**config.mk**
```make
export PLATFORM = sky130hd
export DESIGN_NAME = psp_ram
export DESIGN_NICKNAME = d
export VERILOG_FILES = /design/src/polygon_support_point_unit_macros.svh /design/src/psp_ram.sv
export SDC_FILE = /design/constraint.sdc
export NUM_CORES = 1
export LEC_CHECK = 0
export BUFFER_PORTS_ARGS = -buffer_cell sky130_fd_sc_hd__buf_2
export CORE_ASPECT_RATIO = 0.6
export CORE_UTILIZATION = 24
export CTS_CLUSTER_DIAMETER = 30
export DETAILED_ROUTE_END_ITERATION = 8
export GPL_TIMING_DRIVEN = 0
export PLACE_DENSITY_LB_ADDON = 0.2
export SLEW_MARGIN = 20
export SYNTH_ARGS = -nofsm -noshare
export SYNTH_HDL_FRONTEND = slang
export SYNTH_SLANG_ARGS = --single-unit
```
**constraint.sdc**
```tcl
create_clock -name clock -period 6.2 [get_ports clock]
set_input_delay 1.24 -clock clock [delete_from_list [all_inputs] [get_ports clock]]
set_output_delay 1.24 -clock clock [all_outputs]
set_load 0.02 [all_outputs]
```
**src/polygon_support_point_unit_macros.svh**
```systemverilog
// assertion macros for the polygon support point unit
`ifndef POLYGON_SUPPORT_POINT_UNIT_MACROS_SVH
`define POLYGON_SUPPORT_POINT_UNIT_MACROS_SVH

// antecedent holds, consequent holds in the same cycle
`define PSP_ASSERT_SAME(lbl, clk, rst, ante, cons, msg) \
   lbl: assert property (@(posedge clk) disable iff (rst) (ante) |-> (cons)) else $error(msg);

// antecedent holds, consequent holds in the next cycle
`define PSP_ASSERT_NEXT(lbl, clk, rst, ante, cons, msg) \
   lbl: assert property (@(posedge clk) disable iff (rst) (ante) |=> (cons)) else $error(msg);

`endif

```
**src/psp_ram.sv**
```systemverilog
// generic single-write, single-read memory with registered read data
module psp_ram #(
   parameter int WIDTH = 64,
   parameter int DEPTH = 16
) (
   input  logic                     clock,
   input  logic                     wr_en,
   input  logic [$clog2(DEPTH)-1:0] wr_addr,
   input  logic [WIDTH-1:0]         wr_data,
   input  logic                     rd_en,
   input  logic [$clog2(DEPTH)-1:0] rd_addr,
   output logic [WIDTH-1:0]         rd_data
);

   logic [WIDTH-1:0] mem_ff [DEPTH];
   logic [WIDTH-1:0] rd_data_ff;

   // write port
   always_ff @(posedge clock) begin
      if (wr_en) begin
         mem_ff[wr_addr] <= wr_data;
      end
   end

   // registered read port
   always_ff @(posedge clock) begin
      if (rd_en) begin
         rd_data_ff <= mem_ff[rd_addr];
      end
   end

   assign rd_data = rd_data_ff;

endmodule
```
==> Word-level counts from Yosys, hierarchy flattened <==
Memories as Yosys holds them, arrays and structs flattened. A register that Yosys moved wholly into a read port is not among the register bits.
Index checks and enable logic that the tools add are counted.
{ "word_totals": {"latchBits": 0, "ram_bits": 1024, "in_bits": 75, "register_bits": 0, "output_inout_bits": 64, "mem_count": 1, "romBits": 0} }
{ "op_classes": {"reduce_logical": 0, "bitwise_logic": 0, "n_mul": 0, "shift": 0, "n_mux": 2, "eq_ne": 0, "add_sub_neg": 0, "n_div": 0, "n_lt_le_gt_ge": 0} }
{ "memory_table": {"columns": ["name", "depth", "width", "read_ports", "rd_ports_with_merged_regs", "wr", "line_no", "text"], "rows": [
  ["mem_ff", 16, 64, 1, 1, 1, "psp_ram.sv:15", "logic [WIDTH-1:0] mem_ff [DEPTH];"]
]} }
{ "ops": {"columns": ["cell", "n"], "rows": [
  ["2-to-1 mux 1 bit", 2]
]} }

==> Longest topological paths before layout <==
{ "logic_depth": {"word_depth": 2, "mapped_depth": 6, "mapped_depth_nobuf": 3} }

==> Worst setup path before layout <==
OpenSTA, ideal clock, no wires.
{ "synth_path": {"kind": "input -> register", "start": "input port wr_addr[2]", "end": "memory mem_ff[0][0] (enable)", "arrival_time_ns": 6.103, "stages": 2, "setup_ns": 0.565, "setup_slack_ns": -0.469, "cell_sequence": "or3b_2 -> nor3_1"} }
{ "synth_lines": {"columns": ["item", "line_no", "text"], "rows": [
  ["start: declaration", "psp_ram.sv:8", "input logic [$clog2(DEPTH)-1:0] wr_addr,"],
  ["end: declaration", "psp_ram.sv:15", null]
]} }
Straight into the memory's write port.

==> impl_metrics.tcl <==
set metrics [dict create \
    status "completed" \
    muxShareOfSynthArea_pct 14.33 \
    clockBufferDepth 3 \
    drive_gt1_share_pct 35.89 \
    hp-class "register to register" \
    cts_resized 0 \
    routed-via-count 18920 \
    totalWireLength_um 109300 \
    clock.fmax_ghz 0.3413 \
    synth_warnings 0 \
    drt_iter0_drc 1705 \
    die_area_um2 169300 \
    via_per_inst 4.336 \
    synth_top_area_share_pct 81.23 \
    rows 115 \
    hold_buffers 0 \
    postSynthNetCount 1722 \
    finalHoldViolations 0 \
    die_h_um 319.1 \
    synth_compound_area_share_pct 2.389 \
    cts_tree "built" \
    post-route-util_pct 30.73 \
    drv_cap 0 \
    critical-path-slowest-cell "buf_1" \
    ioPinCount 139 \
    synth_xor_area_share_pct 0 \
    synth_top_cell_by_area "edfxtp_1" \
    tightest_slew_ns 1.101 \
    arrival_ns 3.51 \
    crit_type "input port to register" \
    dr.pass1.iters 7 \
    numCtsBuffers 152 \
    syn-cell-area_um2 40220 \
    max-vdd-ir-drop_v 0.0002492 \
    synthAdderAreaFrac_pct 0 \
    root_buffer "clkbuf_16" \
    max_stage_delay_ns 0.74 \
    yosys.area_share.simple_pct 0.9270 \
    placed_cells 4089 \
    multi_input_area_um2 7237 \
    fin_cells 4363 \
    yosysSeqAreaShare_pct 81.23 \
    synth-seq-cells 1088 \
    htreeDepth 4 \
    path_clk_slew_ns 0.05 \
    p_leak_nw 16.10 \
    core_area_um2 165200 \
    critPathLaunchType "input port" \
    start_util_pct 24.35 \
    grt_pass1_wl_um 153300 \
    regArea_um2 32670 \
    ys_types 17 \
    fin_crit_ns 2.930 \
    area_growth_syn_to_layout_pct 26.19 \
    path_max_fanout 10 \
    avgSynthCellArea_um2 24.42 \
    gp_congestion 0.6778 \
    cts_setup_buffers 0 \
    critPathTopFamily "buffers and inverters" \
    track_usage_pct 12.98 \
    synthCells 1647 \
    synthTopCellsByArea "edfxtp_1, mux4_2, a22oi_1" \
    antenna_found_initial 22 \
    rsz0062_at_grt "false" \
    wl_per_cell_um 25.06 \
    clkSinkCount 1088 \
    grt_max_degree 36 \
    dp_hpwl_um 71600 \
    setup-violations-final 0 \
    cp-end-kind "register" \
    detail-route-antenna-nets 0 \
    overflow 0 \
    cp_cell_sequence "buf_2 -> nor2b_1 -> buf_1 -> clkbuf_1 -> a22oi_1 -> nand2_1" \
    required_ns 6.78 \
    maxSlewViolCount 0 \
    critPathBufInv 3 \
    clock_latency_ns 0.75 \
    io_buffer_count 136 \
    fill_cells 15850 \
    drc 0 \
    synth_top_family_by_area "multiplexers" \
    grt_pass1_vias 19750 \
    slew_headroom_pct 26.61 \
    fin_skew_ns 0.01974 \
    finalCritPeriodShare_pct 47.26 \
    die_w_um 530.5 \
    fin_nets 2095 \
    power.density_nw_per_um2 354.4 \
]
-- flip-flops by register name, summed over array words and instances, names as in the netlist --
signal,count
mem_ff,1024
rd_data,64
-- final cells by class --
class | count | area share (%)
clock buffer | 172 | 7.935
clock inverter | 99 | 2.258
tap | 2223 | 5.480
antenna | 3 | 0.01479
sequential | 1088 | 64.37
multi-input combinational | 475 | 14.26
timing repair buffer | 219 | 4.795
buffer | 84 | 0.8924
-- stage by stage --
stage          hold slack (ns)  setup slack, ns  setup TNS [ns]  cell area (um2)  power [mW]
2_1_floorplan           0.7103            1.266               0            40240       8.920
3_5_place_dp            0.7515            2.465               0            45580       9.366
5_1_grt                 0.7880            3.143               0            50750       18.58
3_3_place_gp            0.7451           -3.084        -2670.68            43700       9.314
4_1_cts                 0.7659            3.286               0            50750       18.24
6_report                0.7555            3.270               0            50760       17.99
-- path summary, 6_finish.rpt --
path / slack [ns] / cells after the start / startpoint / endpoint
hold reg to reg: 0.76 / 3 / mem_ff[14][8] / rd_data[8]
setup reg to reg: 4.39 / 3 / mem_ff[6][24] / rd_data[24]
hold / removal: 0.76 / 3 / mem_ff[14][8] / rd_data[8]
setup / recovery: 3.27 / 6 / rd_addr[2] / rd_data[24]
-- Yosys cell counts --
cell      number
buf_6         13
nor2_1        13
or3b_2         1
nand3b_1       2
edfxtp_1    1088
mux4_2       256
buf_4          6
nand2b_1       2
and2_1         1
nor2b_1        2
clkbuf_1      36
nor3_1         4
buf_2         13
buf_1         16
nand3_1        1
a22oi_1      128
nand2_1       65
-- logic make-up after synthesis --
group,Yosys count
and+or+nand+nor,91
DFF,1088
AOI/OAI and AO/OA,128
muxes,256
buffers and inverters,84
-- cell usage in the layout (no fill, tap or decap), drive strengths merged --
cell type | Yosys | final
or3b | 1 | 1
edfxtp | 1088 | 1088
buf | 48 | 266
diode | 0 | 3
nand2 | 65 | 65
clkinvlp | 0 | 15
nand3b | 2 | 2
nand2b | 2 | 2
and2 | 1 | 1
clkinv | 0 | 43
a22oi | 128 | 128
nor2 | 13 | 13
nand3 | 1 | 1
clkbuf | 36 | 209
inv | 0 | 23
nor3 | 4 | 4
nor2b | 2 | 2
bufinv | 0 | 18
mux4 | 256 | 256
-- worst register-to-register path: stages (launching register included) --
cell      delay [ns]
edfxtp_1        0.37
mux4_2          0.50
a22oi_1         0.41
nand2_1         0.23
-- metal layers --
layer | share of wire, % | global-route usage, % | wire [um]
met3 | 5.9 | 2.867 | 6427
met1 | 46 | 18.37 | 50400
met5 | 0.048 | 0 | 52
met2 | 46 | 19.96 | 50320
met4 | 1.9 | 3.628 | 2113
-- report_power, final --
group / leakage [nW] / switching (mW) / internal, mW
clock network: 2.49 / 3.33 / 5.47
logic: 3.72 / 0.539 / 0.319
registers: 9.89 / 0.0400 / 8.29
total: 16.1 / 3.91 / 14.1
Power figures use the tool's default switching activity.
